==> src/tsrt_pkg.sv <==
`timescale 1ns / 1ps
// ----------------------------------------------------------------------------
// tsrt_pkg
// Shared types and constants for the text selection region tracker.
// ----------------------------------------------------------------------------
package tsrt_pkg;

	localparam int ROW_W   = 16;
	localparam int COL_W   = 10;
	localparam int WIDTH_W = 11;
	localparam int KIND_W  = 3;

	localparam logic [WIDTH_W-1:0] LINE_WIDTH_RST = WIDTH_W'(80);
	localparam logic [COL_W-1:0]   COL_MAX        = {COL_W{1'b1}};

	typedef enum logic [KIND_W-1:0] {
		KIND_BEGIN  = 3'd0,
		KIND_UPDATE = 3'd1,
		KIND_END    = 3'd2,
		KIND_LINE   = 3'd3,
		KIND_CLEAR  = 3'd4,
		KIND_QUERY  = 3'd5
	} kind_t;

	typedef struct packed {
		logic [KIND_W-1:0] kind;
		logic [ROW_W-1:0]  row;
		logic [COL_W-1:0]  column;
	} item_t;

	typedef struct packed {
		logic             drag;
		logic             valid;
		logic [ROW_W-1:0] anchor_row;
		logic [COL_W-1:0] anchor_col;
		logic [ROW_W-1:0] point_row;
		logic [COL_W-1:0] point_col;
	} sel_t;

	typedef struct packed {
		logic             in_sel;
		logic             has_sel;
		logic             drag;
		logic [ROW_W-1:0] first_row;
		logic [COL_W-1:0] first_col;
		logic [ROW_W-1:0] last_row;
		logic [COL_W-1:0] last_col;
	} res_t;

endpackage

==> src/tsrt_step.sv <==
`timescale 1ns / 1ps
// ----------------------------------------------------------------------------
// tsrt_step
// Next selection state and result for one registered item.
// ----------------------------------------------------------------------------
module tsrt_step (
	input  tsrt_pkg::item_t                  item,
	input  tsrt_pkg::sel_t                   sel,
	input  logic [tsrt_pkg::WIDTH_W-1:0]     line_width,
	output tsrt_pkg::sel_t                   sel_next,
	output tsrt_pkg::res_t                   res
);

	logic [tsrt_pkg::WIDTH_W-1:0] lw_m1;
	logic [tsrt_pkg::COL_W-1:0]   end_col;
	logic                         swap_pre;
	logic                         swap_post;
	logic                         row_in;
	tsrt_pkg::sel_t               ns;

	// end column of a whole-line selection, saturated to the column range
	always_comb begin
		lw_m1 = line_width - tsrt_pkg::WIDTH_W'(1);
		if (line_width == '0) begin
			end_col = '0;
		end else if (lw_m1[tsrt_pkg::WIDTH_W-1]) begin
			end_col = tsrt_pkg::COL_MAX;
		end else begin
			end_col = lw_m1[tsrt_pkg::COL_W-1:0];
		end
	end

	assign swap_pre = (sel.anchor_row > sel.point_row) ||
		(sel.anchor_row == sel.point_row && sel.anchor_col > sel.point_col);

	always_comb begin
		ns = sel;
		case (tsrt_pkg::kind_t'(item.kind))
			tsrt_pkg::KIND_BEGIN: begin
				ns.drag       = 1'b1;
				ns.valid      = 1'b1;
				ns.anchor_row = item.row;
				ns.point_row  = item.row;
				ns.anchor_col = item.column;
				ns.point_col  = item.column;
			end
			tsrt_pkg::KIND_UPDATE: begin
				if (sel.drag) begin
					ns.point_row = item.row;
					ns.point_col = item.column;
					ns.valid     = 1'b1;
				end
			end
			tsrt_pkg::KIND_END: begin
				ns.drag = 1'b0;
				if (swap_pre) begin
					ns.anchor_row = sel.point_row;
					ns.anchor_col = sel.point_col;
					ns.point_row  = sel.anchor_row;
					ns.point_col  = sel.anchor_col;
				end
				// a single-cell selection is dropped
				if (sel.anchor_row == sel.point_row && sel.anchor_col == sel.point_col) begin
					ns.valid      = 1'b0;
					ns.anchor_row = '0;
					ns.anchor_col = '0;
					ns.point_row  = '0;
					ns.point_col  = '0;
				end
			end
			tsrt_pkg::KIND_LINE: begin
				ns.drag       = 1'b0;
				ns.valid      = 1'b1;
				ns.anchor_row = item.row;
				ns.point_row  = item.row;
				ns.anchor_col = '0;
				ns.point_col  = end_col;
			end
			tsrt_pkg::KIND_CLEAR: begin
				ns.drag       = 1'b0;
				ns.valid      = 1'b0;
				ns.anchor_row = '0;
				ns.anchor_col = '0;
				ns.point_row  = '0;
				ns.point_col  = '0;
			end
			default: begin
				ns = sel;
			end
		endcase
	end

	assign sel_next = ns;

	assign swap_post = (ns.anchor_row > ns.point_row) ||
		(ns.anchor_row == ns.point_row && ns.anchor_col > ns.point_col);

	always_comb begin
		res.has_sel = ns.valid;
		res.drag    = ns.drag;
		if (!ns.valid) begin
			res.first_row = '0;
			res.first_col = '0;
			res.last_row  = '0;
			res.last_col  = '0;
		end else if (swap_post) begin
			res.first_row = ns.point_row;
			res.first_col = ns.point_col;
			res.last_row  = ns.anchor_row;
			res.last_col  = ns.anchor_col;
		end else begin
			res.first_row = ns.anchor_row;
			res.first_col = ns.anchor_col;
			res.last_row  = ns.point_row;
			res.last_col  = ns.point_col;
		end

		row_in = item.row >= res.first_row && item.row <= res.last_row;
		res.in_sel = 1'b0;
		if (item.kind == tsrt_pkg::KIND_QUERY && ns.valid && row_in) begin
			if (res.first_row == res.last_row) begin
				res.in_sel = item.column >= res.first_col && item.column <= res.last_col;
			end else if (item.row == res.first_row) begin
				res.in_sel = item.column >= res.first_col;
			end else if (item.row == res.last_row) begin
				res.in_sel = item.column <= res.last_col;
			end else begin
				res.in_sel = 1'b1;
			end
		end
	end

endmodule

==> src/text_selection_region_tracker_top.sv <==
`timescale 1ns / 1ps
// ----------------------------------------------------------------------------
// text_selection_region_tracker_top
// Selection tracker on a character grid: input register, step logic,
// selection state and result register.
// ----------------------------------------------------------------------------
//  channel | handshake             | payload
//  in      | in_valid / in_stall   | kind, row, column
//  out     | out_valid / out_stall | inside_res, has_selection, dragging,
//          |                       | first_row, first_column, last_row, last_column
//  cfg     | cfg_valid / cfg_ready | cfg_data (line_width)
//
//  one item per cycle unless in_stall is high; a result passes through the
//  input register, then step logic into the result register
//  selection state updates as the item moves into the result register
//  out_stall holds the result register; in_stall rises only when the input
//  register is full and cannot move on
//  reset clears flags, points and valids and sets line_width to 80
// ----------------------------------------------------------------------------
module text_selection_region_tracker_top (
	input  logic                           clk,
	input  logic                           arst_n,
	input  logic                           in_valid,
	output logic                           in_stall,
	input  logic [tsrt_pkg::KIND_W-1:0]    kind,
	input  logic [tsrt_pkg::ROW_W-1:0]     row,
	input  logic [tsrt_pkg::COL_W-1:0]     column,
	output logic                           out_valid,
	input  logic                           out_stall,
	output logic                           inside_res,
	output logic                           has_selection,
	output logic                           dragging,
	output logic [tsrt_pkg::ROW_W-1:0]     first_row,
	output logic [tsrt_pkg::COL_W-1:0]     first_column,
	output logic [tsrt_pkg::ROW_W-1:0]     last_row,
	output logic [tsrt_pkg::COL_W-1:0]     last_column,
	input  logic                           cfg_valid,
	output logic                           cfg_ready,
	input  logic [tsrt_pkg::WIDTH_W-1:0]   cfg_data
);

	logic                         valid_s1;
	tsrt_pkg::item_t              item_s1;
	logic                         valid_s2;
	tsrt_pkg::res_t               res_s2;
	tsrt_pkg::sel_t               sel_q;
	tsrt_pkg::sel_t               sel_next;
	tsrt_pkg::res_t               res_next;
	logic [tsrt_pkg::WIDTH_W-1:0] line_width_q;
	logic                         take_in;
	logic                         advance;

	assign cfg_ready = 1'b1;
	assign advance   = valid_s1 && (!valid_s2 || !out_stall);
	assign in_stall  = valid_s1 && valid_s2 && out_stall;
	assign take_in   = in_valid && !in_stall;

	always_ff @(posedge clk or negedge arst_n) begin
		if (!arst_n) begin
			line_width_q <= tsrt_pkg::LINE_WIDTH_RST;
		end else if (cfg_valid && cfg_ready) begin
			line_width_q <= cfg_data;
		end
	end

	always_ff @(posedge clk or negedge arst_n) begin
		if (!arst_n) begin
			valid_s1 <= 1'b0;
		end else if (take_in) begin
			valid_s1 <= 1'b1;
		end else if (advance) begin
			valid_s1 <= 1'b0;
		end
	end

	always_ff @(posedge clk) begin
		if (take_in) begin
			item_s1.kind   <= kind;
			item_s1.row    <= row;
			item_s1.column <= column;
		end
	end

	tsrt_step u_step (
		.item       (item_s1),
		.sel        (sel_q),
		.line_width (line_width_q),
		.sel_next   (sel_next),
		.res        (res_next)
	);

	always_ff @(posedge clk or negedge arst_n) begin
		if (!arst_n) begin
			sel_q <= '0;
		end else if (advance) begin
			sel_q <= sel_next;
		end
	end

	always_ff @(posedge clk or negedge arst_n) begin
		if (!arst_n) begin
			valid_s2 <= 1'b0;
		end else if (advance) begin
			valid_s2 <= 1'b1;
		end else if (!out_stall) begin
			valid_s2 <= 1'b0;
		end
	end

	always_ff @(posedge clk) begin
		if (advance) begin
			res_s2 <= res_next;
		end
	end

	assign out_valid     = valid_s2;
	assign inside_res    = res_s2.in_sel;
	assign has_selection = res_s2.has_sel;
	assign dragging      = res_s2.drag;
	assign first_row     = res_s2.first_row;
	assign first_column  = res_s2.first_col;
	assign last_row      = res_s2.last_row;
	assign last_column   = res_s2.last_col;

	// no selection means all bounds read as zero
	a_empty_bounds: assert property (@(posedge clk) disable iff (!arst_n)
		(out_valid && !has_selection) |->
		(first_row == '0 && first_column == '0 && last_row == '0 && last_column == '0))
		else $error("bounds not zero without a selection");

	a_inside_needs_sel: assert property (@(posedge clk) disable iff (!arst_n)
		(out_valid && inside_res) |-> has_selection)
		else $error("inside reported without a selection");

	a_bounds_ordered: assert property (@(posedge clk) disable iff (!arst_n)
		out_valid |-> (first_row < last_row ||
		(first_row == last_row && first_column <= last_column)))
		else $error("selection bounds out of order");

	a_stall_source: assert property (@(posedge clk) disable iff (!arst_n)
		in_stall |-> (out_valid && out_stall))
		else $error("input stalled while result side free");

endmodule
==> config.mk <==
export PLATFORM = sky130hd
export DESIGN_NAME = text_selection_region_tracker_top
export DESIGN_NICKNAME = d
export VERILOG_FILES = /design/src/tsrt_pkg.sv /design/src/tsrt_step.sv /design/src/text_selection_region_tracker_top.sv
export SDC_FILE = /design/constraint.sdc
export NUM_CORES = 1
export LEC_CHECK = 0
export ABC_AREA = 1
export BUFFER_PORTS_ARGS = -buffer_cell sky130_fd_sc_hd__buf_2
export CAP_MARGIN = 25
export CORE_UTILIZATION = 40
export DETAILED_ROUTE_END_ITERATION = 12
export GPL_TIMING_DRIVEN = 0
export PLACE_DENSITY_LB_ADDON = 0.08
export SYNTH_ARGS = -nofsm -noshare
export SYNTH_HDL_FRONTEND = slang
export SYNTH_HIERARCHICAL = 1
export SYNTH_SLANG_ARGS = --single-unit
==> constraint.sdc <==
create_clock -name clk -period 7.3 [get_ports clk]
set_clock_uncertainty 0.05 [all_clocks]
set_input_delay 0.365 -clock clk [delete_from_list [all_inputs] [get_ports clk]]
set_output_delay 0.365 -clock clk [all_outputs]
set_load 0.005 [all_outputs]
[After elaboration in Yosys (flattened, before gate mapping)]
Cells that the tools add are included.
W data, S select, Z words.
Storage, ports and cells
  bits in read-only memories: 0
  memories: 0
  input port bits: 45
  flip-flop bits (word level): 151
  output and inout port bits: 58
  word-level logic and storage cells: 81
  bits in writable memories: 0
  bits in latches: 0
Operators by class
  multiplexer cells: 19
  reductions and logical operators: 22
  shift operators: 0
  order comparisons: 8
  add/subtract/negate cells: 1
  equality and inequality tests: 12
  divide/modulo/power cells: 0
  multiply operators: 0
  bitwise logic cells: 0
Operators by type and width (count)
  $mux W52: 3
  $pmux W26 S5: 1
  $pmux W26 S4: 1
  $eq A16 B16 Y1: 5
  $mux W53: 1
  $gt A16 B16 Y1: 2
  $mux W26: 1
  $gt A10 B10 Y1: 2
  $mux W10: 2
  $ge A16 B16 Y1: 1
  $le A16 B16 Y1: 1
  $logic_and A1 B1 Y1: 11
  $logic_not A11 Y1: 1
  $sub A11 B1 Y11 const B: 1
  $eq A10 B10 Y1: 1
  $ge A10 B10 Y1: 1
  $le A10 B10 Y1: 1
  $mux W1: 8
  $eq A3 B2 Y1 const B: 2
  $eq A3 B3 Y1 const B: 2
  $pmux W1 S4: 1
  $eq A3 B1 Y1 const B: 1
  $logic_not A1 Y1: 3
  $logic_not A3 Y1: 1
  other kinds (6): 8

[Logic depth before layout (Yosys ltp)]
Gate-level depths: netlist of the first run.
  depth in word-level cells: 15
  depth in mapped cells: 50
  gate-level depth less buffers: 47

[By module]
The synthesis of the first run kept the hierarchy.
By module, submodules not included
  tsrt_step: seq. area each 0.0 µm², cells each 1181, instances 1, area each 6422.4 µm²
  text_selection_region_tracker_top: seq. area each 4201.5 µm², cells each 377, instances 1, area each 5225.0 µm²

[Worst setup path before layout of the first run]
No wires, ideal clock.
  path kind: reg2reg
  start point: reg sel_q[25] (netlist bit)
  end point: reg res_s2 (netlist bit inside_res) (data pin)
  clock period less this slack: 6451 ps
  buffers on the path: 4
  required time: 6995 ps
  path slack: 849 ps
  arrival time: 6147 ps
  library setup time: 255 ps
  stages on the path, launching flop included: 40
  cells stage by stage: dfrtp_1 > inv_1 > ha_1 > a21o_1 > nor2_1 > o21ai_1 > nor2_1 > nand2_2 > nand2_2 > buf_2 > buf_2 > o21ai_0 > a22oi_1 > inv_1 > ha_1 > nand2_1 > or4_1 > nor4b_1 > [... 4 more ...] > o21ai_0 > a21oi_1 > ha_1 > inv_1 > a21boi_0 > o21a_1 > o21a_1 > o21a_1 > o21a_1 > o21a_1 > o21a_1 > o21ai_0 > nand2_1 > a21o_1 > o21ai_0 > inv_1 > a21oi_1 > nor2_1
RTL lines
  start: declaration: line text_selection_region_tracker_top.sv:46  | tsrt_pkg::sel_t sel_q;
  start signal: assignment: line text_selection_region_tracker_top.sv:96  | sel_q <= sel_next;
  end signal: assignment: line text_selection_region_tracker_top.sv:112  | res_s2 <= res_next;
  end: declaration: line text_selection_region_tracker_top.sv:45  | tsrt_pkg::res_t res_s2;

==> results of run 1 <==
==> logic make-up (layout without fill, tap and decap cells) <==
| logic type | Yosys count | after routing | share of synthesized area [%] |
|---|---|---|---|
| flip-flops | 151 | 151 | 36.1 |
| AO/OA/AOI/OAI | 310 | 310 | 15.2 |
| buffers and inverters | 292 | 466 | 10.7 |
| XOR/XNOR | 2 | 2 | 0.150 |
| AND/OR/NAND/NOR | 692 | 692 | 26.1 |
| other | 1 | 1 | 0.0322 |
| multiplexers | 5 | 5 | 0.430 |
| adder cells (fa/ha/maj) | 105 | 105 | 11.3 |
==> cell usage in the layout (no fill, tap or decap), drive strengths merged, types with 2 or more instances in the layout <==
master      n
mux2i       5
o21ai     104
a21boi      2
dfstp       2
clkbuf     37
a211oi      2
o211ai     20
o21bai      3
o22ai       5
ha        105
a31oi       4
clkinvlp    6
a21oi     120
nor3       27
edfxtp     84
nand3     144
xnor2       2
nand2     356
and3        4
a221oi      4
or4         2
o221ai      2
dfrtp      65
a22oi      31
clkinv      9
a21o        3
nand4       7
or2         3
nor2      147
o21a        8
inv       217
buf       196
==> flip-flops by register name (all words and copies together), names as in the netlist <==
register	cells
first_row	16
item_s1	29
first_column	10
last_column	10
dragging	1
line_width_q	11
last_row	16
sel_q	54
out_valid	1
has_selection	1
inside_res	1
valid_s1	1
==> critical path: cells and delay by family (launching register included) <==
family                     cells  cell delay, ns
adders and majority gates      3            0.81
buffers and inverters          7            0.89
DFF                            1            0.39
and+or+nand+nor               11            1.93
AOI/OAI and AO/OA             17            2.61
==> path summary, 6_finish.rpt <==
check                               start              end  slack (ns)  depth (start not counted)
worst max-delay path             sel_q[5]       inside_res        0.33                         38
worst max register to register   sel_q[5]       inside_res        0.33                         38
worst min register to register  sel_q[53]        sel_q[53]        0.43                          2
max in group asynchronous          arst_n  line_width_q[4]        6.17                          3
min in group asynchronous          arst_n        sel_q[19]        0.39                          2
worst min-delay path              kind[0]      item_s1[26]        0.05                          1
==> stage by stage <==
stage	total power [mW]	hold WS (ns)	TNS (ns)	cell area [µm²]
floorplan	2.78	0.0194	0	11600
global placement	3.42	0.404	-1.26	12600
detailed placement	3.45	0.304	-1.18	12700
CTS	4.38	0.0268	0	13400
global route	4.88	0.0193	-0.0527	13800
finish	4.54	0.0458	0	13800
==> power breakdown <==
part / total (mW) / leakage [nW] / internal, mW / switching, mW
sequential: 1.23 / 1.66 / 1.10 / 0.127
combinational: 2.46 / 4.87 / 0.875 / 1.59
clock: 0.851 / 0.265 / 0.442 / 0.409
total: 4.54 / 6.80 / 2.42 / 2.13
==> routing by layer <==
| metal | wire [µm] | vias to the layer above | track usage, % |
|---|---|---|---|
| met5 | 0 | - | 0 |
| met4 | 947 | 0 | 8.63 |
| met3 | 3230 | 50 | 5.56 |
| met2 | 17100 | 479 | 39.7 |
| met1 | 19300 | 5332 | 40.0 |
| li1 | - | 5534 | - |
==> final cells by class <==
| class | count | area (µm²) | share of cell area (%) |
|---|---|---|---|
| clock buffer | 17 | 425 | 3.08 |
| clock inverter | 15 | 121 | 0.879 |
| sequential | 151 | 4200 | 30.4 |
| buffer | 75 | 519 | 3.76 |
| tap | 384 | 480 | 3.48 |
| inverter | 217 | 830 | 6.01 |
| timing repair buffer | 142 | 841 | 6.09 |
| multi-input combinational | 1115 | 6390 | 46.3 |
==> timing repair <==
action	CTS	global route
setup endpoints to repair	1	1
gates cloned	0	1
hold endpoints to repair	30	0
resized for setup	46	59
pin swaps	4	22
setup buffers	7	30
hold buffers	1	0
==> results.txt, run 1 <==
----------------------------------------------------
[Status]
  Result of the run ... finished clean

[Logic synthesis]
  Main area contributors after synthesis ... sky130_fd_sc_hd__edfxtp_1 (22%), sky130_fd_sc_hd__dfrtp_1 (14%), sky130_fd_sc_hd__ha_1 (11%)
  EDFF count, synth ... between 80 and 90
  Count of different cell masters after synthesis ... 50
  Yosys synthesis warning count ... 6
  Cell count after synthesis ... 1558
  Syn Nets ... ~1.7k
  Share of the yosys chip area belonging to registers ... 36.1%
  FF+latch count, synth ... 151
  Fraction of registers with async set/reset ... between 40% and 50%
  Post-synthesis average cell area ... ~7.5 µm²
  Largest area contributor in the netlist ... sky130_fd_sc_hd__edfxtp_1
  Top cell types by occurrence after synthesis ... sky130_fd_sc_hd__nand2_1 (343), sky130_fd_sc_hd__inv_1 (199), sky130_fd_sc_hd__nor2_1 (135)
  Top cell type's share of synthesized area ... between 20% and 30%
  Post-Syn Area ... between 10000 and 15000 µm²
  Ys flop type ... sky130_fd_sc_hd__edfxtp_1
  Top-count cell post-synth ... sky130_fd_sc_hd__nand2_1

[Detailed routing]
  Number of detailed-routing iterations run before antenna repair ... 8
  Number of remaining DRC errors ... 0
  Final WL ... ~40000 µm
  Initial detailed-routing violation count ... about 1.2k
  DR WL/cell ... ~19 µm
  Antenna-violating nets left ... 0
  DR vias/cell ... approximately 5.4
  Via count ... ~11k

[Die]
  Area inside the core boundary ... approximately 29000 µm²
  Cell Rows ... slightly above 60
  Starting density of the core ... 40.6%
  Die area ... a little under 30000 µm²
  Chip Height ... around 170 µm
  IO Pins ... approximately 100
  Die extent in x ... 173 µm

[Placement]
  Sum of net half-perimeters after detailed placement ... slightly below 30000 µm
  IO buf count ... between 100 and 150
  Worst slack after detailed placement ... -1.18 ns
  Placer Congestion ... between 0.9 and 1
  Number of placed instances with taps included ... 2045

[Finish]
  Antenna fix cells ... 0
  Area grow syn2layout ... 18.6%
  Number of standard cells in the final layout excluding fillers ... around 2.1k
  Post-route core utilization ... between 40% and 50%
  Final Net Count ... approximately 1.9k
  Share of post-route cells with drive strength above 1 ... slightly above 20%
  Fillers ... slightly below 3k

[Global route]
  Vias in the first global route ... 10.3k
  Initial antenna violation count ... 0
  Global-route wire length before repair ... approximately 61000 µm
  Pin count of the biggest net entering global routing ... 46
  Global route overflow ... 0
  GRT Overall Usage ... between 20% and 30%

[Worst setup path]
  Worst-path maximum fanout ... 10
  Most Frequent Cell on Critical Path ... sky130_fd_sc_hd__o21a_1
  Max incr delay on CP ... between 0.5 and 0.6 ns
  Highest-delay cell along the critical path ... sky130_fd_sc_hd__or4_4
  CP Launch Type ... register
  Startpoint-to-endpoint class of the critical path ... register to register
  Arrival @ worst endpoint ... slightly above 7 ns
  Element type at the critical path end ... register
  Worst EP required ... about 7.4 ns

[Timing]
  Crit path setup slack, layout ... between 0.3 and 0.4 ns
  Fin. Hold Viols ... 0
  Relative slew slack ... 35.1%
  Period utilisation layout ... 95.4%
  Finish-stage setup viols ... 0
  Clock period minus final worst setup slack ... ~7 ns
  F_max ... between 100 and 150 MHz
  Actual transition at the worst max-transition pin ... between 0.9 and 1 ns
  Final number of max-transition violations ... 0

[Pwr]
  Static leakage power ... approximately 6.8 nW
  Power density cells ... 329 nW/µm²
  Worst vdd rail ir drop ... 0.000160 V

[Clock tree]
  Clk sink count ... ~150
  Maximum count of clock buffers along a single path ... 2
  Insertion delay of the later-clocked pin in the worst-skew pair ... 0.44 ns
  Num CTS Buffers ... 17
  CTS tree ... yes
  Clock slew at reported path FFs ... ~0.080 ns
  H-tree depth ... 4
  Clock root cell ... sky130_fd_sc_hd__clkbuf_16

[Job]
  Max-cap violation count ... 0

[Worst hold path]
  Hold Path Class ... input port to register

----------------------------------------------------
(Power assumes the default switching activity.)
==> inputs of run 2 (changes only) <==
- CORE_UTILIZATION: 40 -> 45
- clock period: 7.3 -> 5.6 ns (I/O delays scaled with it)
==> run 2 against run 1 <==
- the flow now finishes with violations (setup timing)
- power up 43%
- design area rose by 8.0%
- non-clock buffer count rose by 77
- combinational power increased by 51%
- critical path depth rose by 2
- maximum frequency is 3.3% higher
- cell count is 1.1% higher
- sequential share of layout area fell by 2.2 points
- worst setup slack worse by 1.5 ns
- global-route usage increased by 3.2 points
- largest power group unchanged
- largest cell class unchanged
- via count rose by 3.6%
- count of clock-buffer cells in the layout did not move
==> results.txt, run 2 (synthesis results as in run 1) <==
----------------------------------------------------
[Status]
  Result of the run ... finished with violations
  Violations in the final reports ... setup timing

[Placement]
  Sum of net half-perimeters after detailed placement ... 28300 µm (-5.0%)
  Worst slack after detailed placement ... -2.16 ns (-0.976 ns)
  IO buf count ... 101 (unchanged)
  Number of placed instances with taps included ... 1991 (-2.6%)
  Placer Congestion ... 0.916 (-1.3%)

[Timing]
  Hold slack final ... 0.0119 ns (-0.0339 ns)
  Finish-stage setup viols ... 1 (+1)
  Unrepaired setup endpoints after global routing ... true
  Actual transition at the worst max-transition pin ... 0.852 ns (-0.0966 ns)
  Period utilisation layout ... 120% (+25 points)
  Relative slew slack ... 43.1% (+8.0 points)
  Final number of max-transition violations ... 0 (unchanged)
  Clock period minus final worst setup slack ... 6.74 ns (-0.223 ns)
  F_max ... 148 MHz (+3.3%)
  Fin. Hold Viols ... 0 (unchanged)
  Final TNS setup ... -1.14 ns (-1.14 ns)
  Crit path setup slack, layout ... -1.14 ns (-1.48 ns)

[Worst setup path]
  Startpoint-to-endpoint class of the critical path ... register to register
  Arrival @ worst endpoint ... 6.88 ns (-0.23 ns)
  Worst-path maximum fanout ... 7 (-3)
  Worst EP required ... 5.74 ns (-1.70 ns)
  Most Frequent Cell on Critical Path ... sky130_fd_sc_hd__o21a_1
  Max incr delay on CP ... 0.56 ns (+0.05 ns)
  Highest-delay cell along the critical path ... sky130_fd_sc_hd__or4_4
  CP Launch Type ... register
  Element type at the critical path end ... register

[Finish]
  Share of post-route cells with drive strength above 1 ... 25.3% (+5.1 points)
  Leading cell types in the layout, fill and taps excluded ... sky130_fd_sc_hd__nand2_1 (332), sky130_fd_sc_hd__inv_1 (171), sky130_fd_sc_hd__nor2_1 (126)
  Area grow syn2layout ... 28.0%
  Max FFs per register ... 54 (unchanged)
  Most common cell after layout, fill and taps aside ... sky130_fd_sc_hd__nand2_1
  Total area of sequential cells ... 4210 µm² (+0.12%)
  Area used by multi-input combinational logic ... 6710 µm² (+5.1%)
  Antenna fix cells ... 0 (unchanged)
  Regs by FF count ... sel_q (54), item_s1 (29)
  Fillers ... 2343 (-19%)
  Register with the highest flop count ... sel_q
  Number of standard cells in the final layout excluding fillers ... 2139 (+1.1%)
  Final Net Count ... 1946 (+4.1%)

[Global route]
  GRT Overall Usage ... 30.4% (+3.2 points)
  Pin count of the biggest net entering global routing ... 51 (+11%)
  Initial antenna violation count ... 0 (unchanged)
  Met2 usage ... 46.0% (+6.4 points)
  Vias in the first global route ... 10.7k (+3.3%)
  Met1 GRT Util ... 42.9% (+2.9 points)
  Global-route wire length before repair ... 60200 µm (-1.7%)
  Global route overflow ... 0 (unchanged)
  Met3 demand-to-capacity share in global routing ... 8.05% (+2.5 points)
  Busiest layer in global routing ... met2

[Detailed routing]
  Initial detailed-routing violation count ... 1262 (+4.8%)
  Via count ... 11.8k (+3.6%)
  Number of remaining DRC errors ... 0 (unchanged)
  DR WL/cell ... 18.7 µm (-2.4%)
  DR vias/cell ... 5.52 (+2.5%)
  Final WL ... 40000 µm (-1.3%)
  Number of detailed-routing iterations run before antenna repair ... 8 (unchanged)
  Antenna-violating nets left ... 0 (unchanged)

[Clock tree]
  Clock slew at reported path FFs ... 0.07 ns (about the same)
  Num CTS Buffers ... 17 (unchanged)
  Insertion delay of the later-clocked pin in the worst-skew pair ... 0.44 ns (about the same)
  Clk sink count ... 151 (unchanged)
  Maximum count of clock buffers along a single path ... 2 (unchanged)
  Clock root cell ... sky130_fd_sc_hd__clkbuf_16
  H-tree depth ... 4 (unchanged)
  CTS tree ... yes

[Die]
  Die area ... 26500 µm² (-11%)
  Die extent in x ... 163 µm (-5.7%)
  Starting density of the core ... 46.1% (+5.5 points)
  Chip Height ... 163 µm (-5.7%)
  IO Pins ... 103 (unchanged)
  Area inside the core boundary ... 25300 µm² (-12%)
  Cell Rows ... 58 (-6.5%)

[Pwr]
  Seq pwr share ... 24.6% (-2.4 points)
  Worst vdd rail ir drop ... 0.000206 V (+29%)
  Static leakage power ... 7.24 nW (+6.5%)
  Net Sw Frac ... 45.0% (-1.8 points)
  Share of power burned in the clock network ... 18.3% (-0.4 points)
  Power density cells ... 437 nW/µm² (+33%)
  Int Pwr ... 3.58 mW (+48%)
  Combinational fraction of design power ... 57.1% (+2.8 points)
  Net Switching ... 2.93 mW (+38%)

[Worst hold path]
  Hold Path Class ... input port to register

[Job]
  Max-cap violation count ... 0 (unchanged)

----------------------------------------------------
## run 2: metal layers
layer	vias to the layer above	part of all wire, %
met5	-	0
met1	5465	45
met4	0	2.2
met3	59	10
met2	585	43
li1	5697	-
## run 2: what timing repair did
| item | 4_1_cts | 5_1_grt |
|---|---|---|
| setup endpoints to repair | 4 | 1 |
| hold endpoints to repair | 54 | 1 |
| buffers inserted | 45 | 31 |
| pin swaps | 33 | 35 |
| cloned | 1 | 0 |
| hold buffers | 38 | 1 |
| resized for setup | 93 | 71 |
## run 2: power groups by stage
stage | sequential [mW] | clock [mW] | combinational (mW)
final | 1.60 | 1.19 | 3.72
after global routing | 1.62 | 1.25 | 4.08
after CTS | 1.58 | 1.21 | 3.35
after detailed placement | 1.61 | 0 | 2.91
after global placement | 1.61 | 0 | 2.86
after floorplan | 1.58 | 0 | 2.10
## run 2: final timing paths
path	from	end	slack, ns	cells past startpoint
hold reg to reg	sel_q[53]	sel_q[53]	0.43	2
setup reg to reg	sel_q[14]	inside_res	-1.14	40
hold / removal	cfg_data[10]	line_width_q[10]	0.01	3
setup / recovery	sel_q[14]	inside_res	-1.14	40
min in group asynchronous	arst_n	sel_q[31]	0.21	2
max in group asynchronous	arst_n	line_width_q[6]	4.70	3
## run 2: layout make-up
class / instances / area share, %
multi-input cells: 1115 / 45.0
flip-flops and latches: 151 / 28.2
repair buffers: 219 / 10.4
inverters: 217 / 5.56
plain buffers: 75 / 4.08
clock buffers: 17 / 2.85
well taps: 330 / 2.77
clock inverters: 15 / 1.08
## run 2: metrics by stage
stage	total power, mW	cell area, µm²	utilization (%)
2_1_floorplan	3.68	11700	-
3_3_place_gp	4.48	12600	50.1
3_5_place_dp	4.52	12700	50.3
4_1_cts	6.15	14400	57.0
5_1_grt	6.96	14900	59.0
6_report	6.51	14900	59.0
## run 2: critical path: cells and delay by family, from the launching register on
family          cells  cell delay [ns]
compound gates     14             2.05
fa+ha+maj           3             0.90
buf+inv             8             0.86
flops               1             0.40
simple gates       15             2.21
